==> config.mk <==
export PLATFORM = sky130hd
export DESIGN_NAME = fmpd_queue
export DESIGN_NICKNAME = d
export VERILOG_FILES = /design/src/rtl/core/fm_phase_discriminator_defines.svh /design/src/rtl/core/fmpd_pkg.sv /design/src/rtl/core/fmpd_queue.sv
export SDC_FILE = /design/constraint.sdc
export NUM_CORES = 1
export LEC_CHECK = 0
export ABC_AREA = 1
export BUFFER_PORTS_ARGS = -buffer_cell sky130_fd_sc_hd__buf_4
export CELL_PAD_IN_SITES_DETAIL_PLACEMENT = 1
export CELL_PAD_IN_SITES_GLOBAL_PLACEMENT = 1
export CORE_MARGIN = 10
export CORE_UTILIZATION = 52
export CTS_CLUSTER_DIAMETER = 120
export CTS_CLUSTER_SIZE = 28
export DETAILED_ROUTE_END_ITERATION = 10
export GPL_TIMING_DRIVEN = 1
export HOLD_SLACK_MARGIN = 0.12
export PLACE_DENSITY_LB_ADDON = 0.25
export SETUP_SLACK_MARGIN = 0.3
export SLEW_MARGIN = 40
export SYNTH_ARGS = -nofsm -noshare
export SYNTH_HDL_FRONTEND = slang
export SYNTH_SLANG_ARGS = --single-unit
==> constraint.sdc <==
create_clock -name clk -period 2.79 [get_ports clk]
set_input_delay 0.1395 -clock clk [delete_from_list [all_inputs] [get_ports clk]]
set_output_delay 0.1395 -clock clk [all_outputs]
set_load 0.05 [all_outputs]
==> src/rtl/core/fm_phase_discriminator_defines.svh <==
// assertion macros for the fm phase discriminator
`ifndef FM_PHASE_DISCRIMINATOR_DEFINES_SVH
`define FM_PHASE_DISCRIMINATOR_DEFINES_SVH

// same-cycle implication, disabled during reset
`define FMPD_ASSERT_NOW(lbl, ante, cons, msg) \
  lbl: assert property (@(posedge clk) disable iff (rst) (ante) |-> (cons)) else $error(msg);

// next-cycle implication, disabled during reset
`define FMPD_ASSERT_NEXT(lbl, ante, cons, msg) \
  lbl: assert property (@(posedge clk) disable iff (rst) (ante) |=> (cons)) else $error(msg);

`endif

==> src/rtl/core/fmpd_pkg.sv <==
// shared constants and angle table for the fm phase discriminator
`default_nettype none

package fmpd_pkg;

  localparam int SAMPLE_BITS_DEF   = 16;
  localparam int PHASE_BITS_DEF    = 16;
  localparam int CORDIC_STAGES_DEF = 16;

  localparam int GAIN_BITS = 16;
  localparam int FREQ_BITS = 32;
  localparam logic [GAIN_BITS-1:0] GAIN_RESET = 16'd1229;

  // samples are scaled up to this many bits before rotation
  localparam int PRESCALE_TOTAL = 40;
  // datapath width: scaled sample plus cordic gain and sign
  localparam int CORDIC_W = PRESCALE_TOTAL + 2;

  // angle accumulator in units of 2^-32 turn
  localparam int ANGLE_BITS = 32;
  localparam logic [ANGLE_BITS-1:0] QUARTER_POS = 32'h4000_0000;
  localparam logic [ANGLE_BITS-1:0] QUARTER_NEG = 32'hC000_0000;

  // atan(2^-k) in 2^-32 turn units, truncated
  function automatic logic [ANGLE_BITS-1:0] atan_turns(input logic [4:0] idx);
    logic [ANGLE_BITS-1:0] val;
    unique case (idx)
      5'd0:    val = 32'h2000_0000;
      5'd1:    val = 32'h12E4_051D;
      5'd2:    val = 32'h09FB_385B;
      5'd3:    val = 32'h0511_11D4;
      5'd4:    val = 32'h028B_0D43;
      5'd5:    val = 32'h0145_D7E1;
      5'd6:    val = 32'h00A2_F61E;
      5'd7:    val = 32'h0051_7C55;
      5'd8:    val = 32'h0028_BE53;
      5'd9:    val = 32'h0014_5F2E;
      5'd10:   val = 32'h000A_2F98;
      5'd11:   val = 32'h0005_17CC;
      5'd12:   val = 32'h0002_8BE6;
      5'd13:   val = 32'h0001_45F3;
      5'd14:   val = 32'h0000_A2F9;
      5'd15:   val = 32'h0000_517C;
      5'd16:   val = 32'h0000_28BE;
      5'd17:   val = 32'h0000_145F;
      5'd18:   val = 32'h0000_0A2F;
      5'd19:   val = 32'h0000_0517;
      5'd20:   val = 32'h0000_028B;
      5'd21:   val = 32'h0000_0145;
      5'd22:   val = 32'h0000_00A2;
      5'd23:   val = 32'h0000_0051;
      default: val = '0;
    endcase
    return val;
  endfunction

endpackage

`default_nettype wire

==> src/rtl/core/fmpd_queue.sv <==
// small fifo between the cordic front end and the frequency back end
`default_nettype none

module fmpd_queue #(
  parameter int WIDTH = fmpd_pkg::PHASE_BITS_DEF,
  parameter int DEPTH = 32
) (
  input  wire logic             clk,
  input  wire logic             rst,
  input  wire logic             wr_en,
  input  wire logic [WIDTH-1:0] wr_data,
  input  wire logic             rd_en,
  output logic [WIDTH-1:0]      rd_data,
  output logic                  empty
);

  localparam int AW = $clog2(DEPTH);
  localparam int NW = $clog2(DEPTH + 1);

  logic [WIDTH-1:0] mem [DEPTH];
  logic [AW-1:0]    wr_ptr, rd_ptr;
  logic [NW-1:0]    count;
  logic             head_valid;
  logic             mem_empty, head_load, mem_wr, mem_rd;

  // head register holds the oldest beat, the memory holds the rest
  assign mem_empty = (count == '0);
  assign head_load = !head_valid || rd_en;
  assign mem_rd    = head_load && !mem_empty;
  assign mem_wr    = wr_en && !(head_load && mem_empty);
  assign empty     = !head_valid;

  always_ff @(posedge clk) begin
    if (mem_wr) begin
      mem[wr_ptr] <= wr_data;
    end
  end

  // a beat into an empty queue goes straight to the head register
  always_ff @(posedge clk) begin
    if (mem_rd) begin
      rd_data <= mem[rd_ptr];
    end else if (head_load && wr_en) begin
      rd_data <= wr_data;
    end
  end

  always_ff @(posedge clk) begin
    if (rst) begin
      wr_ptr     <= '0;
      rd_ptr     <= '0;
      count      <= '0;
      head_valid <= 1'b0;
    end else begin
      if (mem_wr) begin
        wr_ptr <= wr_ptr + AW'(1);
      end
      if (mem_rd) begin
        rd_ptr <= rd_ptr + AW'(1);
      end
      if (head_load) begin
        head_valid <= mem_rd || wr_en;
      end
      unique case ({mem_wr, mem_rd})
        2'b10:   count <= count + NW'(1);
        2'b01:   count <= count - NW'(1);
        default: count <= count;
      endcase
    end
  end

endmodule

`default_nettype wire

# Yosys cells after proc, flatten, opt, wreduce, memory -nomap -nowiden
# Memories as Yosys holds them, arrays and structs flattened. A register that Yosys moved wholly into a read port is not among the register bits.
# Cells that the tools add are included.
# W data, S select, Z words.
# totals
ramBits,512
memories,1
ff_bits,33
output_inout_bits,17
input_bits,20
elab_cells,31
latch_bits,0
mem_bits_ro,0
# mem_list
name,words,width,read_ports,rd_ports_with_merged_regs,write_ports,line,source
mem,32,16,1,1,1,fmpd_queue.sv:20,logic [WIDTH-1:0] mem [DEPTH];
# op_classes
mux,7
magnitude_cmp,0
div_mod_pow,0
n_shift,0
eq_ne,2
reduce_logical,12
add_sub_neg,4
mul,0
bitwise_logic,0
# op_table
cell,n
$mux W16,2
$pmux W6 S2,1
$add A5 B1 Y5 const B,2
$mux W5,2
$add A6 B1 Y6 const B,1
$logic_not A6 Y1,1
$sub A6 B1 Y6 const B,1
$logic_and A1 B1 Y1,4
$reduce_bool A2 Y1,2
$logic_not A1 Y1,3
$eq A2 B1 Y1 const B,1
$eq A2 B2 Y1 const B,1
$logic_or A1 B1 Y1,2
$mux W1,2

# Depth between registers and ports, before layout
# Gate-level depths: netlist of the first run.
# logic_depth
word_depth,7
ltp_mapped,19
depth_no_buf,17

# Worst setup path after synthesis of the first run
# Ideal clock, no wire load.
# synth_path
path_type,register to register
start,register head_valid
end,memory mem[31][0] in the netlist's numbering (enable)
setup_ns,0.412
stages_incl_launch_ff,7
required_time_ns,2.378
t_arrival_ns,2.231
n_path_buf,0
setup_slack_ns,0.147
path_cell_list,dfxtp_1 -> inv_1 -> nor2_1 -> o21ai_2 -> inv_1 -> nand2_1 -> nor3_1
# synth_between
elab_chain_cells,7
# synth_lines
element,line,source
"start, declared",fmpd_queue.sv:23,logic head_valid;
"start signal, assigned",fmpd_queue.sv:62,head_valid <= mem_rd || wr_en;
$logic_not A1 Y1,n/a,
via empty,fmpd_queue.sv:14,output logic empty
$logic_or A1 B1 Y1,fmpd_queue.sv:28,assign head_load = !head_valid || rd_en;
$logic_and A1 B1 Y1,fmpd_queue.sv:30,assign mem_wr = wr_en && !(head_load && mem_empty);
$logic_not A1 Y1,fmpd_queue.sv:30,
$logic_and A1 B1 Y1,fmpd_queue.sv:30,
$mux W1,fmpd_queue.sv:34,if (mem_wr) begin
$mux W1 (not written as such),fmpd_queue.sv:35,mem[wr_ptr] <= wr_data;
"end, declared",fmpd_queue.sv:20,
# The timed path passes the listed nets, and every way through them passes these cells.

==> results of run 1 <==
## critical path, delay by kind of cell, from the launching register on
kind / cells / cell delay, ns
buf+inv: 2 / 0.72
simple gates: 3 / 0.41
compound gates: 3 / 0.71
flops: 1 / 0.41
## cells in the final DEF, fill, tap and decap left out, drive strengths merged
cell and instances:
a211oi 1, a21oi 11, a31oi 1, and3 1, buf 108, clkbuf 40, clkinvlp 1, dfxtp 22
dlygate4sd3 21, edfxtp 528, ha 7, inv 47, nand2 78, nand3 56, nand3b 1, nand4 5
nor2 307, nor3 7, nor3b 4, o211ai 64, o21a 2, o21ai 266, o21bai 1, o221ai 48
o22ai 80, or2 1, xnor2 4, xor2 1
## timing repair
item | CTS | global route
gates resized for setup | 1 | 5
setup endpoints to repair | 1 | 20
endpoints found under the hold margin | 536 | 0
hold buffers | 21 | 0
## cells by family after synthesis
logic type                 share of synthesized area
AOI/OAI and AO/OA                              0.129
xor gates and xnor gates                     0.00200
adders and majority gates                    0.00400
buffers and inverters                         0.0372
DFF                                            0.743
and+or+nand+nor                               0.0844
## state kept, by name, summed over array words and instances, names as in the netlist, named ones only
signal and flops:
wr_ptr 5, head_valid 1, mem 512, count 6
rd_data 16, rd_ptr 5
## layer usage
layer | vias to the layer above | routed length [µm] | GRT usage | part of all wire
met5 | - | 0 | 0 | 0
met4 | 0 | 1910 | 0.0749 | 0.031
met3 | 86 | 3800 | 0.0357 | 0.061
met2 | 443 | 31200 | 0.423 | 0.50
met1 | 7465 | 25600 | 0.314 | 0.41
li1 | 6263 | - | - | -
## worst paths after layout
| path | from | endpoint |
|---|---|---|
| setup / recovery | register | rd_data[12]$_DFFE_PP_ |
| hold / removal | rst | count[0]$_SDFFE_PP0P_ |
| setup reg to reg | register | rd_data[12]$_DFFE_PP_ |
| hold reg to reg | rd_ptr[1]$_SDFFE_PP0P_ | rd_ptr[1]$_SDFFE_PP0P_ |
## report_power, final
part	switching [W]	internal, W	leakage (nW)	total (W)
Clock	0.00248	0.00160	0.314	0.00408
Combinational	0.00488	0.00198	2.36	0.00686
Sequential	0.000234	0.00946	4.96	0.00969
Total	0.00760	0.0130	7.64	0.0206
## area by class of cell
| class | count | area [µm²] |
|---|---|---|
| inverter | 46 | 186 |
| tap | 539 | 674 |
| clock buffer | 40 | 639 |
| sequential | 550 | 16300 |
| timing repair buffer | 129 | 1140 |
| clock inverter | 2 | 20.0 |
| multi-input combinational | 946 | 4860 |
| fill | 4115 | 18000 |
## metrics by stage
step,instances,power (W),hold WS [ns],util,cell area (µm²)
after floorplan,1657,0.0142,0.238,-,22000
after global placement,2189,0.0163,0.495,0.548,22900
after detailed placement,2189,0.0166,0.512,0.548,22900
after CTS,2252,0.0206,0.473,0.569,23800
after global routing,2252,0.0216,0.510,0.569,23800
final,2252,0.0206,0.483,0.569,23800
==> implementation parameters, run 1 <==
Parameter                              Value

Outcome
  Result of the run    finished clean

Place
  Setup slack after placement    approximately 0.29 ns
  Half-perimeter wire length after placement    between 30,000 and 40,000 µm
  Port buffer count    36
  Routability congestion estimate    slightly above 0.8

Drt
  Routed length per instance    ~28 µm
  Post-Route WL    approximately 63,000 µm
  Starting DRT DRC Count    1,497
  Post-DR vias/cell    around 6.3
  Number of vias after detailed routing    about 14,000
  DRC viols    0
  Router iterations before antenna repair    5
  Antenna-violating nets left    0

CTS
  Clock sink total    550
  Skew-Pair Late Insertion Delay    approximately 0.58 ns
  Number of setup buffers added after CTS    0
  Clock Pin Slew Worst Setup and Hold Paths    0.11 ns
  H-tree lvl count    1
  TritonCTS clock tree    done
  Root buffer selected by CTS    sky130_fd_sc_hd__clkbuf_16
  TritonCTS buffer count    23
  CTS Buffer Depth    3

Yosys
  Synth cell types    36
  Synth top cells by count    sky130_fd_sc_hd__edfxtp_1 (528), sky130_fd_sc_hd__nor2_1 (307), sky130_fd_sc_hd__o21ai_0 (207)
  Synthesized cell area    21,900 µm²
  Number of enable-type register cells in the synthesized netlist    approximately 530
  Ys async rst share    0
  Number of synthesis warnings    0
  Post-synth top area share    0.723
  Count leader, synth    sky130_fd_sc_hd__edfxtp_1
  Mean Syn Cell Area    between 10 and 15 µm²
  Synthesized netlist cell count    1,657
  Seq/Total Area, Yosys    0.743
  Top cells by area, synth    sky130_fd_sc_hd__edfxtp_1 (72%), sky130_fd_sc_hd__nor2_1 (5.3%), sky130_fd_sc_hd__o21ai_0 (4.7%)
  Number of register bits inferred by synthesis    550
  Most used flip-flop cell after synthesis    sky130_fd_sc_hd__edfxtp_1
  Cell taking the most area after synthesis    sky130_fd_sc_hd__edfxtp_1
  Mapped Nets    1,684

GRT
  Number of global-route vias before repair    15,022
  Total overflow reported by the global router    0
  Global-route usage over all layers    0.245
  Number of antenna violations at the first check in global routing    0
  Maximum number of pins on one net before global-route repair    roughly 130
  First-pass GRT wire length    93,700 µm

STA
  Max Clock Freq    ~0.41 GHz
  Period utilisation layout    0.864
  RSZ-0062 raised after global routing    yes
  Post-route setup TNS    0 ns
  Final count of pins violating max slew    0
  Transition time at the pin with the least slew margin    between 0.8 and 0.9 ns
  Relative max-transition margin    0.445
  Tmin final    2.41 ns
  Final setup margin    roughly 0.38 ns
  Final setup vio count    0
  Final Hold Vio Count    0
  Clock skew    between 0.02 and 0.03 ns

Worst setup path
  Cell Chain, Critical Path    buf_12 -> buf_4 -> o21ai_0 -> o221ai_1 -> o211ai_1 -> nand3_1 -> nand3_1 -> nand2_1
  Arrival time at the worst endpoint    approximately 2.9 ns
  Required time worst endpoint    between 3 and 4 ns
  Crit path max fanout    86
  Endpoint class of the critical path    register
  Standard cell with the maximum stage delay on the critical path    sky130_fd_sc_hd__dfxtp_4
  Most repeated library cell on the critical path    sky130_fd_sc_hd__nand3_1
  Maximum cell stage delay along the critical path    roughly 0.41 ns
  Reg2reg path depth    8
  Category of the worst setup path launch point    register
  Minimum setup slack among reg-to-reg paths    0.38 ns
  Class of the most critical setup path    register to register

Worst hold path
  Cell depth of the worst min-delay path    3
  Hold Crit Class    primary input to register

Floorplanning
  Height of the chip    about 230 µm
  Number of placed I/O pins    37
  Die Area    ~51,000 µm²
  Core area    41,900 µm²
  Width of the die    roughly 230 µm
  Floorplan row count    75
  Initial Util    0.524

Power
  Maximum vdd drop    roughly 0.00060 V
  Reported leakage power    approximately 7.6 nW
  PwrDens    just under 900 nW/µm²

Layout
  Number of antenna diodes    0
  Relative area change from synthesis to final layout    8.71%
  Final Net Count    between 1,500 and 2,000
  Fraction of layout cells with a size suffix above 1    0.0881

Run
  Number of max-cap violations    0
(Power assumes the default switching activity.)
==> run 2: changes to the inputs <==
--- a/config.mk
+++ b/config.mk
@@ -9,6 +9,7 @@
 export BUFFER_PORTS_ARGS = -buffer_cell sky130_fd_sc_hd__buf_4
 export CELL_PAD_IN_SITES_DETAIL_PLACEMENT = 1
 export CELL_PAD_IN_SITES_GLOBAL_PLACEMENT = 1
+export CORE_ASPECT_RATIO = 2
 export CORE_MARGIN = 10
 export CORE_UTILIZATION = 52
 export CTS_CLUSTER_DIAMETER = 120
==> implementation parameters, run 2 (synthesized netlist as in run 1, its figures left out) <==
Parameter                              Value

CTS
  Skew-Pair Late Insertion Delay    0.58 ns
  Root buffer selected by CTS    sky130_fd_sc_hd__clkbuf_16
  Clock Pin Slew Worst Setup and Hold Paths    0.11 ns
  TritonCTS buffer count    23
  H-tree lvl count    1
  TritonCTS clock tree    done
  CTS Buffer Depth    3
  Clock sink total    550

Layout
  Commonest non-fill, non-tap cells in the layout    sky130_fd_sc_hd__edfxtp_1 (528), sky130_fd_sc_hd__nor2_1 (296), sky130_fd_sc_hd__o21ai_0 (206)
  Number of antenna diodes    0
  Largest register FFs    ~500
  Largest registers    mem (512), rd_data (16), count (6)
  Relative area change from synthesis to final layout    8.49%
  Final cell count without fillers    2,245
  Leading cell type in the layout, fill and taps excluded    sky130_fd_sc_hd__edfxtp_1
  Fraction of layout cells with a size suffix above 1    0.0909
  Final Net Count    approximately 1,700
  Most flop-heavy register    mem

Worst setup path
  Category of the worst setup path launch point    register
  Required time worst endpoint    3.05 ns
  Arrival time at the worst endpoint    2.57 ns
  Cell Chain, Critical Path    nor2_1 -> nand3_2 -> o21ai_4 -> buf_4 -> inv_1 -> nand2_1 -> nor3_2 -> buf_4
  Endpoint class of the critical path    register
  Crit path max fanout    16
  Most repeated library cell on the critical path    sky130_fd_sc_hd__buf_4
  Standard cell with the maximum stage delay on the critical path    sky130_fd_sc_hd__dfxtp_1
  Class of the most critical setup path    register to register
  Maximum cell stage delay along the critical path    0.43 ns

STA
  Final count of pins violating max slew    0
  Final Hold Vio Count    0
  RSZ-0062 raised after global routing    no
  Period utilisation layout    0.827
  Tmin final    2.31 ns
  Post-route worst hold slack    0.465 ns
  Clock skew    about 0.026 ns
  Transition time at the pin with the least slew margin    ~0.8 ns
  Post-route setup TNS    0 ns
  Relative max-transition margin    0.468
  Final setup vio count    0
  Max Clock Freq    ~0.43 GHz

Power
  Reported leakage power    around 7.6 nW
  Total Power    0.0202 W
  PwrDens    roughly 850 nW/µm²
  Maximum vdd drop    roughly 0.00067 V

Floorplanning
  Core area    roughly 42,000 µm²
  Die Area    approximately 51,000 µm²
  Initial Util    0.525
  Floorplan row count    approximately 110
  Width of the die    ~170 µm
  Number of placed I/O pins    37
  Height of the chip    between 300 and 400 µm

GRT
  First-pass GRT wire length    91,300 µm
  Most Crowded Layer GR    met2
  Met3 Use GR    0.0192
  M1 GR Usage    0.279
  Maximum number of pins on one net before global-route repair    about 140
  Total overflow reported by the global router    0
  Number of antenna violations at the first check in global routing    0
  Number of global-route vias before repair    approximately 15,000
  Global Route met2 Usage    0.431
  Global-route usage over all layers    0.236

Place
  Half-perimeter wire length after placement    about 36,000 µm
  Port buffer count    36
  Placed cell count    2,183
  Routability congestion estimate    roughly 0.8

Drt
  DRC viols    0
  Antenna-violating nets left    0
  Post-Route WL    60,300 µm
  Routed length per instance    26.8 µm
  Starting DRT DRC Count    1,261
  Router iterations before antenna repair    5
  Post-DR vias/cell    approximately 6.2
  Number of vias after detailed routing    between 10,000 and 15,000

Run
  Number of max-cap violations    0

Outcome
  Result of the run    finished clean

Worst hold path
  Hold Crit Class    primary input to register
[run 2: cell count changes in the layout (fill, tap and decap cells not counted), sizes merged]
cell	change
buf	-5
clkinv	+1
dlygate4sd3	-2
inv	-2
[run 2: what timing repair did]
action	CTS	global route
gates resized for setup	1	4
setup buffers	1	1
pin swaps	1	1
hold buffers	19	0
endpoints found under the hold margin	545	0
setup endpoints to repair	1	8
[run 2: area by class of cell]
class	count	area, µm²
clock buffer	40	639
clock inverter	1	11.3
fill	4149	18000
inverter	46	185
multi-input combinational	946	4890
sequential	550	16300
tap	540	676
timing repair buffer	122	1080
[run 2: per-stage QoR]
step                 util  cell area (µm²)  setup WS [ns]
floorplan               -            22000          0.312
global placement    0.548            22900          0.339
detailed placement  0.548            22900          0.236
CTS                 0.568            23700          0.380
global route        0.569            23800          0.309
finish              0.569            23800          0.483
[run 2: layer usage]
| metal | up-vias | share of wire |
|---|---|---|
| li1 | 6235 | - |
| met1 | 7257 | 0.37 |
| met2 | 432 | 0.55 |
| met3 | 99 | 0.045 |
| met4 | 0 | 0.037 |
| met5 | - | 0 |
[run 2: final timing paths]
kind / startpoint / endpoint / slack, ns / cells past startpoint
worst min register to register: rd_ptr[0]$_SDFFE_PP0P_ / rd_ptr[0]$_SDFFE_PP0P_ / 0.54 / 2
worst max-delay path: count[1]$_SDFFE_PP0P_ / mem[31][2]$_DFFE_PP_ / 0.48 / 8
worst min-delay path: rst / count[1]$_SDFFE_PP0P_ / 0.47 / 3
worst max register to register: count[1]$_SDFFE_PP0P_ / mem[31][2]$_DFFE_PP_ / 0.48 / 8
[run 2: critical path: cells and delay by family (launching register included)]
family                 cells  cell delay (ns)
flip-flops                 1             0.43
AND/OR/NAND/NOR            4             0.86
AO/OA/AOI/OAI              1             0.09
buffers and inverters      3             0.61
[run 2: where the power goes]
part | switching [W] | internal (W)
logic | 0.00462 | 0.00190
registers | 0.000241 | 0.00946
clock network | 0.00241 | 0.00159
total | 0.00727 | 0.0129
