File: src/rtl/core/fm_phase_discriminator_defines.svh
// assertion macros for the fm phase discriminator
`ifndef FM_PHASE_DISCRIMINATOR_DEFINES_SVH
`define FM_PHASE_DISCRIMINATOR_DEFINES_SVH

// same-cycle implication, disabled during reset
`define FMPD_ASSERT_NOW(lbl, ante, cons, msg) \
  lbl: assert property (@(posedge clk) disable iff (rst) (ante) |-> (cons)) else $error(msg);

// next-cycle implication, disabled during reset
`define FMPD_ASSERT_NEXT(lbl, ante, cons, msg) \
  lbl: assert property (@(posedge clk) disable iff (rst) (ante) |=> (cons)) else $error(msg);

`endif

File: src/rtl/core/fmpd_pkg.sv
// shared constants and angle table for the fm phase discriminator
`default_nettype none

package fmpd_pkg;

  localparam int SAMPLE_BITS_DEF   = 16;
  localparam int PHASE_BITS_DEF    = 16;
  localparam int CORDIC_STAGES_DEF = 16;

  localparam int GAIN_BITS = 16;
  localparam int FREQ_BITS = 32;
  localparam logic [GAIN_BITS-1:0] GAIN_RESET = 16'd1229;

  // samples are scaled up to this many bits before rotation
  localparam int PRESCALE_TOTAL = 40;
  // datapath width: scaled sample plus cordic gain and sign
  localparam int CORDIC_W = PRESCALE_TOTAL + 2;

  // angle accumulator in units of 2^-32 turn
  localparam int ANGLE_BITS = 32;
  localparam logic [ANGLE_BITS-1:0] QUARTER_POS = 32'h4000_0000;
  localparam logic [ANGLE_BITS-1:0] QUARTER_NEG = 32'hC000_0000;

  // atan(2^-k) in 2^-32 turn units, truncated
  function automatic logic [ANGLE_BITS-1:0] atan_turns(input logic [4:0] idx);
    logic [ANGLE_BITS-1:0] val;
    unique case (idx)
      5'd0:    val = 32'h2000_0000;
      5'd1:    val = 32'h12E4_051D;
      5'd2:    val = 32'h09FB_385B;
      5'd3:    val = 32'h0511_11D4;
      5'd4:    val = 32'h028B_0D43;
      5'd5:    val = 32'h0145_D7E1;
      5'd6:    val = 32'h00A2_F61E;
      5'd7:    val = 32'h0051_7C55;
      5'd8:    val = 32'h0028_BE53;
      5'd9:    val = 32'h0014_5F2E;
      5'd10:   val = 32'h000A_2F98;
      5'd11:   val = 32'h0005_17CC;
      5'd12:   val = 32'h0002_8BE6;
      5'd13:   val = 32'h0001_45F3;
      5'd14:   val = 32'h0000_A2F9;
      5'd15:   val = 32'h0000_517C;
      5'd16:   val = 32'h0000_28BE;
      5'd17:   val = 32'h0000_145F;
      5'd18:   val = 32'h0000_0A2F;
      5'd19:   val = 32'h0000_0517;
      5'd20:   val = 32'h0000_028B;
      5'd21:   val = 32'h0000_0145;
      5'd22:   val = 32'h0000_00A2;
      5'd23:   val = 32'h0000_0051;
      default: val = '0;
    endcase
    return val;
  endfunction

endpackage

`default_nettype wire

File: src/rtl/core/fmpd_back.sv
// back end: phase step against previous sample, gain multiply, result register
`default_nettype none

module fmpd_back #(
  parameter int PHASE_BITS = fmpd_pkg::PHASE_BITS_DEF
) (
  input  wire logic                            clk,
  input  wire logic                            rst,
  input  wire logic                            avail,
  input  wire logic [PHASE_BITS-1:0]           phase,
  input  wire logic [fmpd_pkg::GAIN_BITS-1:0]  gain,
  input  wire logic                            pop,
  output logic                                 take,
  output logic                                 empty,
  output logic signed [fmpd_pkg::FREQ_BITS-1:0] inst_frequency,
  output logic signed [PHASE_BITS-1:0]         sample_phase
);

  localparam int PW = PHASE_BITS + fmpd_pkg::GAIN_BITS + 1;

  logic                         out_valid;
  logic [PHASE_BITS-1:0]        previous_phase;
  logic signed [PHASE_BITS-1:0] step;
  logic signed [PW-1:0]         prod;

  // two's complement wrap of the difference is the half-turn unwrap
  assign step = $signed(phase - previous_phase);
  assign prod = PW'(step) * PW'($signed({1'b0, gain}));

  assign empty = !out_valid;
  assign take  = avail && (!out_valid || pop);

  always_ff @(posedge clk) begin
    if (rst) begin
      out_valid      <= 1'b0;
      previous_phase <= '0;
    end else begin
      if (take) begin
        out_valid      <= 1'b1;
        previous_phase <= phase;
      end else if (pop) begin
        out_valid <= 1'b0;
      end
    end
  end

  always_ff @(posedge clk) begin
    if (take) begin
      inst_frequency <= fmpd_pkg::FREQ_BITS'(prod);
      sample_phase   <= $signed(phase);
    end
  end

endmodule

`default_nettype wire
File: config.mk
export PLATFORM = sky130hd
export DESIGN_NAME = fmpd_back
export DESIGN_NICKNAME = d
export VERILOG_FILES = /design/src/rtl/core/fm_phase_discriminator_defines.svh /design/src/rtl/core/fmpd_pkg.sv /design/src/rtl/core/fmpd_back.sv
export SDC_FILE = /design/constraint.sdc
export NUM_CORES = 1
export LEC_CHECK = 0
export BUFFER_PORTS_ARGS = -buffer_cell sky130_fd_sc_hd__buf_4
export CAP_MARGIN = 5
export CORE_MARGIN = 2
export CORE_UTILIZATION = 25
export DETAILED_ROUTE_END_ITERATION = 10
export PLACE_DENSITY = 0.49
export SYNTH_ARGS = -nofsm -noshare
export SYNTH_HDL_FRONTEND = slang
export SYNTH_SLANG_ARGS = --single-unit
File: constraint.sdc
create_clock -name clk -period 9.7 [get_ports clk]
set_input_delay 0.485 -clock clk [delete_from_list [all_inputs] [get_ports clk]]
set_output_delay 0.485 -clock clk [all_outputs]
set_load 0.005 [all_outputs]
# Word-level counts from Yosys, hierarchy flattened

Index checks and enable logic that the tools add are counted.

$add $sub $neg: 1
Multiply operators: 1
Mux-type cells: 2
Reduce and logical (&&, ||, !) cells: 4

Operator list:

| operator                                       | count |
|---|---|
| 16-bit by 17-bit multiplier with 32-bit output | 1 |
| 16-bit subtractor                              | 1 |
| 1-bit 2-to-1 mux                               | 2 |
| 2-bit nonzero test                             | 1 |
| 1-bit logical AND                              | 1 |
| 1-bit logical NOT                              | 1 |
| 1-bit logical OR                               | 1 |

Register bits after elaboration: 65
Input bits: 36
Output and inout bits: 50
Logic and storage cells: 12

# Depth between registers and ports, before layout

Gate-level depths: netlist of the first run.

Depth after elaboration: 4
Depth in mapped cells: 36
Mapped depth without buffers: 34

# Least setup slack after synthesis of the first run

OpenSTA, ideal clock, no wires.

Path type: input to register
Start point: in phase[0]
End point: reg inst_frequency[31] (netlist bit) (data pin)
Library setup time: 259 ps
Arrival: 7,488 ps
Slack: 1,953 ps
Stages on the path: 33
Path buffers: 1
Cells stage by stage: inv_1 ha_1 inv_1 fa_1 a21o_1 a21oi_2 o21bai_1 a21oi_2 o311ai_1 a41o_1 nor2_1 xnor2_1 buf_2 nand2_1 fa_1 inv_1 fa_1 fa_1 fa_1 fa_1 inv_1 fa_1 inv_1 ha_1 nand2_1 o21ai_0 nor2_1 a31oi_1 a21bo_2 o2111ai_1 o211ai_1 o21ai_0 xnor2_1

Word-level cells in the longest chain between the ends: 2

Ends and longest elaborated chain:

| what                                           | RTL line        | text |
|---|---|---|
| from (decl)                                    | fmpd_back.sv:10 | `input wire logic [PHASE_BITS-1:0] phase,` |
| 16-bit subtractor                              | fmpd_back.sv:27 | `assign step = $signed(phase - previous_phase);` |
| 16-bit by 17-bit multiplier with 32-bit output | fmpd_back.sv:28 | `assign prod = PW'(step) * PW'($signed({1'b0, gain}));` |
| via prod[31]                                   | fmpd_back.sv:24 | `logic signed [PW-1:0] prod;` |
| to (signal assigned)                           | fmpd_back.sv:49 | `inst_frequency <= fmpd_pkg::FREQ_BITS'(prod);` |
| to (decl)                                      | fmpd_back.sv:15 | `output logic signed [fmpd_pkg::FREQ_BITS-1:0] inst_frequency,` |

The timed path passes the listed nets, and every way through them passes these cells.
A chain may end at the register's enable or synchronous reset.

# Worst setup path after layout of the first run

Start point: reg previous_phase[0]
End point: reg inst_frequency[31] (netlist bit) (data pin)

Word-level cells in the longest chain between the ends: 2

Ends and longest elaborated chain:

| what                                           | RTL line        | text |
|---|---|---|
| from (decl)                                    | fmpd_back.sv:22 | `logic [PHASE_BITS-1:0] previous_phase;` |
| from (signal assigned)                         | fmpd_back.sv:40 | `previous_phase <= phase;` |
| 16-bit subtractor                              | fmpd_back.sv:27 |  |
| 16-bit by 17-bit multiplier with 32-bit output | fmpd_back.sv:28 |  |
| via prod[31]                                   | fmpd_back.sv:24 |  |

The timed path passes the listed nets, and every way through them passes these cells.

==> results of run 1 <==
[layer usage]
layer	track usage (%)	wire [um]	part of all wire, %	vias to the layer above
met2	22.7	14300	49	164
met5	0	0	0	-
met4	3.11	499	1.7	0
li1	-	-	-	3879
met1	17.6	13200	45	4205
met3	2.05	1240	4.2	28
[flip-flops by register name, summed over array words and instances, names as in the netlist]
| register | cells |
|---|---|
| inst_frequency | 32 |
| previous_phase | 16 |
| sample_phase | 16 |
| out_valid | 1 |
[critical path: cells and delay by family (launching register included)]
kind / cells / cell delay [ns]
AO/OA/AOI/OAI: 13 / 2.94
XOR/XNOR: 2 / 0.41
adder cells (fa/ha/maj): 9 / 3.74
buffers and inverters: 3 / 0.14
flip-flops: 1 / 0.36
AND/OR/NAND/NOR: 3 / 0.48
[cells in the mapped netlist, types with 4 or more instances]
cell type	count	area share [%]
sky130_fd_sc_hd__a21o_1	12	0.79
sky130_fd_sc_hd__a21oi_1	46	2.0
sky130_fd_sc_hd__and2_1	87	4.8
sky130_fd_sc_hd__clkbuf_1	34	1.1
sky130_fd_sc_hd__dfxtp_1	17	3.0
sky130_fd_sc_hd__edfxtp_1	48	13
sky130_fd_sc_hd__fa_1	195	34
sky130_fd_sc_hd__ha_1	133	15
sky130_fd_sc_hd__inv_1	278	9.1
sky130_fd_sc_hd__nand2_1	187	6.2
sky130_fd_sc_hd__nand3_1	7	0.31
sky130_fd_sc_hd__nand4_1	5	0.27
sky130_fd_sc_hd__nor2_1	28	0.92
sky130_fd_sc_hd__nor2b_1	20	1.1
sky130_fd_sc_hd__nor3_1	10	0.44
sky130_fd_sc_hd__o211ai_1	4	0.26
sky130_fd_sc_hd__o21ai_0	15	0.66
sky130_fd_sc_hd__or2_2	8	0.44
sky130_fd_sc_hd__xnor2_1	31	2.4
sky130_fd_sc_hd__xor2_1	10	0.77
[area by class of cell]
cell class | instances | area (um2) | share of cell area, %
Multi-Input combinational cell | 846 | 8490 | 64.9
Inverter | 279 | 1050 | 8.01
Clock buffer | 11 | 253 | 1.93
Timing Repair Buffer | 95 | 713 | 5.46
Clock inverter | 5 | 37.5 | 0.287
Sequential cell | 65 | 1780 | 13.6
Tap cell | 600 | 751 | 5.74
[through the flow]
step,cells,cell area (um2)
4_1_cts,1901,13100
3_3_place_gp,1885,12800
3_5_place_dp,1885,12800
6_report,1901,13100
2_1_floorplan,1228,11400
5_1_grt,1901,13100
[cells by family after synthesis]
family                     share of synthesized area, %
and+or+nand+nor                                    15.3
xor gates and xnor gates                           3.57
buffers and inverters                              10.5
adders and majority gates                          48.8
AOI/OAI and AO/OA                                  6.25
DFF                                                15.6
[final timing paths]
| kind | startpoint | endpoint | cells past startpoint |
|---|---|---|---|
| worst min register to register | previous_phase[6]$_SDFFE_PP0P_ | previous_phase[6]$_SDFFE_PP0P_ | 2 |
| worst max-delay path | previous_phase[0]$_SDFFE_PP0P_ | inst_frequency[31]$_DFFE_PP_ | 30 |
| worst max register to register | previous_phase[0]$_SDFFE_PP0P_ | inst_frequency[31]$_DFFE_PP_ | 30 |
| worst min-delay path | phase[10] | sample_phase[10]$_DFFE_PP_ | 1 |
==> results.txt, run 1 <==
----------------------------------------------------
[Synthesis]
  Netlist area before placement ... 0.0114 mm2
  Syn nets ... 1,592
  Primary FF master, synth ... sky130_fd_sc_hd__edfxtp_1
  Average instance area after synthesis ... 9.29 um2
  Number of enable-type register cells in the synthesized netlist ... 48
  Share of synthesized area occupied by flip-flops and latches ... 15.6%
  Number of warnings issued by yosys ... 0
  Number of synthesized register bits ... 65
  Syn Inst Count ... 1,228
  Synth cell types ... 53
  Proportion of synthesized flip-flops having asynchronous set or reset ... 0%

[Floorplanning]
  Site row count ... 78
  Core area ... 0.0452 mm2
  Initial Utilization ... 25.3%
  Area of the die ... 0.0474 mm2
  Die boundary width ... 218 um
  Chip height ... 218 um
  Number of top-level design ports ... 86

[Critical path]
  Sort of element at the start of the critical path ... flip-flop
  Longest individual stage delay on the worst path ... 0.52 ns
  Crit path max fanout ... 16
  Cell mode on critical path ... sky130_fd_sc_hd__fa_1
  Setup slack, reg-to-reg ... 1.37 ns
  Critical-path top delay cell ... sky130_fd_sc_hd__fa_1
  Data arrival time of the worst path ... 8.43 ns
  Worst EP required ... 9.81 ns
  Element type at the critical path end ... flip-flop
  Setup CP Type ... flip-flop to flip-flop

[Placement]
  Pre-CTS worst setup slack ... 1.04 ns
  Placer congestion estimate ... 0.784
  Quantity of I/O buffers inserted on ports ... 85
  HPWL after detailed placement ... 22,900 um

[Route]
  DRC Markers ... 0
  Antenna-violating nets left ... 0
  Routed via count ... 8,276
  Drt via density ... 4.35
  WL/cell ... 15.4 um
  Number of optimization iterations in the first detailed-route pass ... 5
  First DRT Iteration DRCs ... 435
  Overall routed net length ... 29,200 um

[STA]
  RSZ-0062 raised after global routing ... false
  Final setup violation count ... 0
  Post-route worst hold slack ... 0.326 ns
  Max-slew violation count ... 0
  Final worst-path cycle share ... 85.9%
  Worst rel slew slack ... 20.2%
  Final Hold Violating Endpoints ... 0
  Transition at the pin with the smallest max-transition slack ... 1.19 ns
  Final critical path time including I/O delays and setup ... 8.33 ns
  Setup TNS after final layout ... 0 ns
  Crit path setup slack, layout ... 1.37 ns
  Peak Freq ... 0.120 GHz
  Clock skew ... 0.0168 ns

[Clock tree]
  Count of instances resized after the clock tree is built ... 0
  Clk sink count ... 65
  Hold-fix buffer count after cts ... 0
  Maximum clock path buffer count ... 2
  Insertion delay of the later-clocked pin in the worst-skew pair ... 0.37 ns
  CTS tree ... yes
  Clock root cell ... sky130_fd_sc_hd__clkbuf_16
  Register clock-pin slew on the reported worst setup and hold paths ... 0.06 ns
  Inserted Clock Buffers ... 9
  Number of post-CTS setup repair buffers ... 0
  Number of levels the H-tree was split into ... 3

[Cells and area]
  Final core utilization ... 28.9%
  Commonest cells after routing, fill and taps aside ... sky130_fd_sc_hd__inv_1 (278), sky130_fd_sc_hd__fa_1 (195), sky130_fd_sc_hd__nand2_1 (187)
  Antenna cells ... 0
  Number of fill cells ... 4,810
  Number of nets in the layout ... 1,660
  Synthesis-to-finish area growth ... 14.6%
  Proportion of layout cells with a drive suffix above 1 ... 10.8%
  Commonest non-fill, non-tap cell in the layout ... sky130_fd_sc_hd__inv_1

[GRT]
  Global-route wire length before repair ... 48,900 um
  Total grt overflow ... 0
  Initial antenna violation count ... 0
  Via count of the first global-routing pass ... 8,992
  Maximum number of pins on one net before global-route repair ... 35
  Global Route Usage Sum ... 13.3%

[Job]
  Number of max-capacitance violations reported ... 0

[Worst hold path]
  Hold Crit Class ... input port to flip-flop

[Status]
  Status ... completed

----------------------------------------------------
Power of run 1 is not shown: default switching activity piles up to over one toggle a cycle in this logic, so the estimate is an artifact.
==> run 2: changes to the inputs <==
--- a/config.mk
+++ b/config.mk
@@ -8,9 +8,9 @@
 export BUFFER_PORTS_ARGS = -buffer_cell sky130_fd_sc_hd__buf_4
 export CAP_MARGIN = 5
 export CORE_MARGIN = 2
-export CORE_UTILIZATION = 25
+export CORE_UTILIZATION = 63
 export DETAILED_ROUTE_END_ITERATION = 10
-export PLACE_DENSITY = 0.49
+export PLACE_DENSITY = 0.92
 export SYNTH_ARGS = -nofsm -noshare
 export SYNTH_HDL_FRONTEND = slang
 export SYNTH_SLANG_ARGS = --single-unit
==> run 2 against run 1 <==
Global-route usage is 17 points higher. Core utilization rose by 42 points. Clock skew shrank 0.0089 ns. Critical path depth is the same. Sequential share of layout area increased by 0.54 points. Non-clock buffer count is 3 higher. Die area shrank 59%. Cell count fell by 19%. Via count rose by 8.2%. Final area fell by 3.8%. First-iteration DRC count grew 56%.
==> results.txt, run 2 (synthesis results as in run 1) <==
----------------------------------------------------
[Status]
  Status ... completed

[Clock tree]
  Inserted Clock Buffers ... 9 (unchanged)
  Insertion delay of the later-clocked pin in the worst-skew pair ... 0.36 ns (about the same)
  Hold-fix buffer count after cts ... 0 (unchanged)
  CTS tree ... yes
  Clk sink count ... 65 (unchanged)
  Register clock-pin slew on the reported worst setup and hold paths ... 0.06 ns (about the same)
  Count of instances resized after the clock tree is built ... 0 (unchanged)
  Number of post-CTS setup repair buffers ... 0 (unchanged)
  Number of levels the H-tree was split into ... 3 (unchanged)
  Clock root cell ... sky130_fd_sc_hd__clkbuf_16
  Maximum clock path buffer count ... 2 (unchanged)

[Cells and area]
  Post-layout instance count excluding filler cells ... 1,533 (-19%)
  Top Registers ... inst_frequency: 32 flops, previous_phase: 16 flops, sample_phase: 16 flops
  Combined flip-flop and latch cell area ... 0.00178 mm2 (unchanged)
  Synthesis-to-finish area growth ... 10.2%
  Final core utilization ... 70.5% (+42 points)
  Flip-flop count of the largest register after layout ... 32 (unchanged)
  Commonest cells after routing, fill and taps aside ... sky130_fd_sc_hd__inv_1 (278), sky130_fd_sc_hd__fa_1 (195), sky130_fd_sc_hd__nand2_1 (187)
  Proportion of layout cells with a drive suffix above 1 ... 10.4% (-0.49 points)
  Antenna cells ... 0 (unchanged)
  Area occupied by multi-input gates ... 0.00843 mm2 (-0.71%)
  Number of nets in the layout ... 1,663 (+0.18%)
  Number of fill cells ... 1,195 (-75%)
  Register with the most flip-flops ... inst_frequency
  Commonest non-fill, non-tap cell in the layout ... sky130_fd_sc_hd__inv_1

[Critical path]
  Sort of element at the start of the critical path ... flip-flop
  Crit path max fanout ... 16 (unchanged)
  Longest individual stage delay on the worst path ... 0.53 ns (about the same)
  Cell mode on critical path ... sky130_fd_sc_hd__fa_1
  Setup CP Type ... flip-flop to flip-flop
  Element type at the critical path end ... flip-flop
  Worst EP required ... 9.80 ns (about the same)
  Data arrival time of the worst path ... 8.44 ns (about the same)
  Critical-path top delay cell ... sky130_fd_sc_hd__fa_1

[GRT]
  Total grt overflow ... 0 (unchanged)
  Maximum number of pins on one net before global-route repair ... 66 (+89%)
  Global Route Usage Sum ... 30.6% (+17 points)
  Initial antenna violation count ... 0 (unchanged)
  Via count of the first global-routing pass ... 9,887 (+10%)
  Global-route wire length before repair ... 46,800 um (-4.4%)

[Floorplanning]
  Chip height ... 139 um (-36%)
  Area of the die ... 0.0192 mm2 (-59%)
  Initial Utilization ... 64.0% (+39 points)
  Site row count ... 49 (-37%)
  Core area ... 0.0178 mm2 (-61%)
  Die boundary width ... 139 um (-36%)
  Number of top-level design ports ... 86 (unchanged)

[STA]
  Clock skew ... 0.00794 ns (-0.00890 ns)
  Worst rel slew slack ... 33.3% (+13 points)
  Peak Freq ... 0.120 GHz (-0.12%)
  Max-slew violation count ... 0 (unchanged)
  Final worst-path cycle share ... 86.0% (+0.11 points)
  Setup TNS after final layout ... 0 ns (unchanged)
  Final critical path time including I/O delays and setup ... 8.34 ns (+0.0102 ns)
  RSZ-0062 raised after global routing ... false
  Final Hold Violating Endpoints ... 0 (unchanged)
  Transition at the pin with the smallest max-transition slack ... 0.996 ns (-0.195 ns)
  Final setup violation count ... 0 (unchanged)

[Placement]
  HPWL after detailed placement ... 20,900 um (-8.9%)
  Instance count after placement with tap cells included ... 1,517 (-20%)
  Placer congestion estimate ... 0.898 (+15%)
  Quantity of I/O buffers inserted on ports ... 85 (unchanged)

[Route]
  First DRT Iteration DRCs ... 679 (+56%)
  WL/cell ... 18.3 um (+19%)
  Antenna-violating nets left ... 0 (unchanged)
  DRC Markers ... 0 (unchanged)
  Routed via count ... 8,953 (+8.2%)
  Drt via density ... 5.84 (+34%)
  Overall routed net length ... 28,000 um (-4.0%)
  Number of optimization iterations in the first detailed-route pass ... 7 (+2)

[Job]
  Number of max-capacitance violations reported ... 0 (unchanged)

[Worst hold path]
  Hold Crit Class ... input port to flip-flop

----------------------------------------------------
[run 2: cell types whose count changed in the layout (fill, tap and decap cells not counted), sizes merged]
cell	before	now
buf	95	98
bufinv	0	1
clkbuf	11	10
clkinv	3	2
clkinvlp	0	2
inv	281	280
[run 2: final cells by class]
cell class              instances  area share, %
flip-flops and latches         65           14.2
multi-input cells             846           67.0
well taps                     229           2.28
clock buffers                  10           1.82
repair buffers                 98           5.85
inverters                     279           8.33
clock inverters                 6          0.537
[run 2: worst paths after layout]
path | from | depth (start not counted) | end | slack (ns)
max | previous_phase[0]$_SDFFE_PP0P_ | 30 | inst_frequency[31]$_DFFE_PP_ | 1.36
min | phase[2] | 1 | sample_phase[2]$_DFFE_PP_ | 0.33
max reg2reg | previous_phase[0]$_SDFFE_PP0P_ | 30 | inst_frequency[31]$_DFFE_PP_ | 1.36
min reg2reg | previous_phase[4]$_SDFFE_PP0P_ | 2 | previous_phase[4]$_SDFFE_PP0P_ | 0.47
[run 2: per-layer routing]
layer / GRT usage, % / vias to the layer above / share of wire [%]
li1: - / 3898 / -
met1: 35.4 / 4429 / 37
met2: 52.3 / 485 / 50
met3: 7.01 / 141 / 8.2
met4: 18.2 / 0 / 5.3
met5: 0 / - / 0
[run 2: critical path, delay by kind of cell, from the launching register on]
kind,cells,cell delay (ns)
simple gates,3,0.48
flops,1,0.36
buf+inv,3,0.15
xor+xnor,2,0.39
fa+ha+maj,9,3.77
compound gates,13,2.94
[run 2: through the flow]
stage | cell area [um2] | setup slack (ns) | hold WS (ns)
6_report | 12600 | 1.36 | 0.329
5_1_grt | 12600 | 0.946 | 0.322
4_1_cts | 12600 | 1.40 | 0.322
3_5_place_dp | 12300 | 1.18 | 0.452
3_3_place_gp | 12300 | 1.41 | 0.443
2_1_floorplan | 11400 | 1.95 | 0.436
Power of run 2 is left out for the same reason.
==> run 3: changes to the inputs <==
==> constraint.sdc (replaced) <==
create_clock -name clk -period 9.7 [get_ports clk]
set_input_delay 0.97 -clock clk [delete_from_list [all_inputs] [get_ports clk]]
set_output_delay 0.97 -clock clk [all_outputs]
set_load 0.005 [all_outputs]
==> run 3 against run 2 <==
Clock-buffer cell count fell by 1. Global-route usage rose by 0.60 points. Final area rose by 0.30%. Largest cell class unchanged.
==> results.txt, run 3 (synthesis results as in run 1) <==
----------------------------------------------------
[Clock tree]
  Number of levels the H-tree was split into ... 3 (unchanged)
  Clock root cell ... sky130_fd_sc_hd__clkbuf_16
  Insertion delay of the later-clocked pin in the worst-skew pair ... 0.36 ns (about the same)
  Hold-fix buffer count after cts ... 0 (unchanged)
  Register clock-pin slew on the reported worst setup and hold paths ... 0.06 ns (about the same)
  Maximum clock path buffer count ... 2 (unchanged)
  Count of instances resized after the clock tree is built ... 0 (unchanged)
  Inserted Clock Buffers ... 9 (unchanged)
  CTS tree ... yes
  Number of post-CTS setup repair buffers ... 0 (unchanged)
  Clk sink count ... 65 (unchanged)

[Critical path]
  Setup CP Type ... input port to flip-flop
  Longest individual stage delay on the worst path ... 0.50 ns (-0.03 ns)
  Capture point of the worst reg-to-reg path ... inst_frequency[31]$_DFFE_PP_
  Cell mode on critical path ... sky130_fd_sc_hd__fa_1
  Element type at the critical path end ... flip-flop
  Sort of element at the start of the critical path ... input port
  Worst-case reg-to-reg path depth ... 31 (+3.3%)
  Reg-to-Reg Start ... previous_phase[0]$_SDFFE_PP0P_
  Setup slack, reg-to-reg ... 1.14 ns (-0.22 ns)
  Worst EP required ... 9.81 ns (about the same)
  Critical-path top delay cell ... sky130_fd_sc_hd__fa_1
  Crit path max fanout ... 16 (unchanged)
  Data arrival time of the worst path ... 9.09 ns (+0.65 ns)

[Placement]
  Pre-CTS worst setup slack ... 0.579 ns (-0.606 ns)
  Placer congestion estimate ... 0.875 (-2.5%)
  HPWL after detailed placement ... 21,600 um (+3.2%)
  Quantity of I/O buffers inserted on ports ... 85 (unchanged)

[STA]
  Final setup violation count ... 0 (unchanged)
  Max-slew violation count ... 0 (unchanged)
  RSZ-0062 raised after global routing ... false
  Setup TNS after final layout ... 0 ns (unchanged)
  Transition at the pin with the smallest max-transition slack ... 0.803 ns (-0.193 ns)
  Clock skew ... 0.0127 ns (+0.00478 ns)
  Worst rel slew slack ... 46.2% (+13 points)
  Final Hold Violating Endpoints ... 0 (unchanged)
  Crit path setup slack, layout ... 0.721 ns (-0.641 ns)
  Peak Freq ... 0.111 GHz (-7.1%)
  Final worst-path cycle share ... 92.6% (+6.6 points)
  Final critical path time including I/O delays and setup ... 8.98 ns (+0.641 ns)

[Worst hold path]
  End point of the worst hold path ... previous_phase[2]$_SDFFE_PP0P_
  Hold Crit Class ... flip-flop to flip-flop
  Number of stages on the worst hold path ... 2 (+1)
  Origin of the worst min-delay path ... previous_phase[2]$_SDFFE_PP0P_

[Route]
  Drt via density ... 5.89 (+0.79%)
  Number of optimization iterations in the first detailed-route pass ... 5 (-2)
  WL/cell ... 18.8 um (+3.1%)
  Routed via count ... 9,047 (+1.0%)
  First DRT Iteration DRCs ... 741 (+9.1%)
  Antenna-violating nets left ... 0 (unchanged)
  DRC Markers ... 0 (unchanged)
  Overall routed net length ... 29,000 um (+3.4%)

[GRT]
  Global-route wire length before repair ... 47,600 um (+1.7%)
  Initial antenna violation count ... 0 (unchanged)
  Via count of the first global-routing pass ... 10,000 (+1.4%)
  Global Route Usage Sum ... 31.2% (+0.60 points)
  Total grt overflow ... 0 (unchanged)
  Maximum number of pins on one net before global-route repair ... 50 (-24%)

[Cells and area]
  Top Registers ... inst_frequency: 32 flops, previous_phase: 16 flops, sample_phase: 16 flops
  Commonest non-fill, non-tap cell in the layout ... sky130_fd_sc_hd__inv_1
  Number of nets in the layout ... 1,666 (+0.18%)
  Number of fill cells ... 1,186 (-0.75%)
  Flip-flop count of the largest register after layout ... 32 (unchanged)
  Register with the most flip-flops ... inst_frequency
  Proportion of layout cells with a drive suffix above 1 ... 10.6% (+0.28 points)
  Commonest cells after routing, fill and taps aside ... sky130_fd_sc_hd__inv_1 (278), sky130_fd_sc_hd__fa_1 (195), sky130_fd_sc_hd__nand2_1 (187)
  Synthesis-to-finish area growth ... 10.5%

[Floorplanning]
  Number of top-level design ports ... 86 (unchanged)
  Chip height ... 139 um (unchanged)
  Core area ... 0.0178 mm2 (unchanged)
  Die boundary width ... 139 um (unchanged)
  Initial Utilization ... 64.0% (unchanged)
  Area of the die ... 0.0192 mm2 (unchanged)
  Site row count ... 49 (unchanged)

[Job]
  Number of max-capacitance violations reported ... 0 (unchanged)

[Status]
  Status ... completed

----------------------------------------------------
## run 3: cell type report
type                       count  area, um2  share of cell area [%]
sequential                    65       1780                    14.1
antenna                        1       2.50                  0.0198
multi-input combinational    846       8430                    66.8
clock buffer                   9        225                    1.79
inverter                     279       1050                    8.30
tap                          229        287                    2.27
clock inverter                 7       83.8                   0.664
timing repair buffer         101        758                    6.01
## run 3: critical path, delay by kind of cell
kind                     cells  cell delay, ns
XOR/XNOR                     2            0.45
AND/OR/NAND/NOR              3            0.37
adder cells (fa/ha/maj)      9            3.83
buffers and inverters        6            0.41
AO/OA/AOI/OAI               13            3.05
## run 3: stage by stage
step	area (um2)	hold slack, ns	std cells	utilization [%]
after CTS	12600	0.458	1536	70.7
after floorplan	11400	0.436	1228	-
after global routing	12600	0.472	1536	70.7
after global placement	12300	0.442	1520	69.0
final	12600	0.456	1537	70.7
after detailed placement	12300	0.451	1520	69.0
## run 3: layer usage
layer | part of all wire, % | wire length (um) | track usage [%] | up-vias
met1 | 36 | 10400 | 36.5 | 4462
met4 | 5.4 | 1560 | 17.3 | 0
met5 | 0 | 0 | 0 | -
met3 | 7.8 | 2270 | 5.97 | 167
li1 | - | - | - | 3896
met2 | 51 | 14700 | 54.4 | 522
## run 3: worst max path at each step
stage | from | endpoint | slack [ns] | depth (start not counted)
after floorplan | phase[0] | inst_frequency[31]$_DFFE_PP_ | 1.47 | 33
after global placement | phase[0] | inst_frequency[31]$_DFFE_PP_ | 0.82 | 33
after detailed placement | phase[0] | inst_frequency[31]$_DFFE_PP_ | 0.58 | 33
after CTS | phase[0] | inst_frequency[31]$_DFFE_PP_ | 0.88 | 33
after global routing | phase[0] | inst_frequency[31]$_DFFE_PP_ | 0.33 | 33
final | phase[0] | inst_frequency[31]$_DFFE_PP_ | 0.72 | 33
Power of run 3 is left out for the same reason.
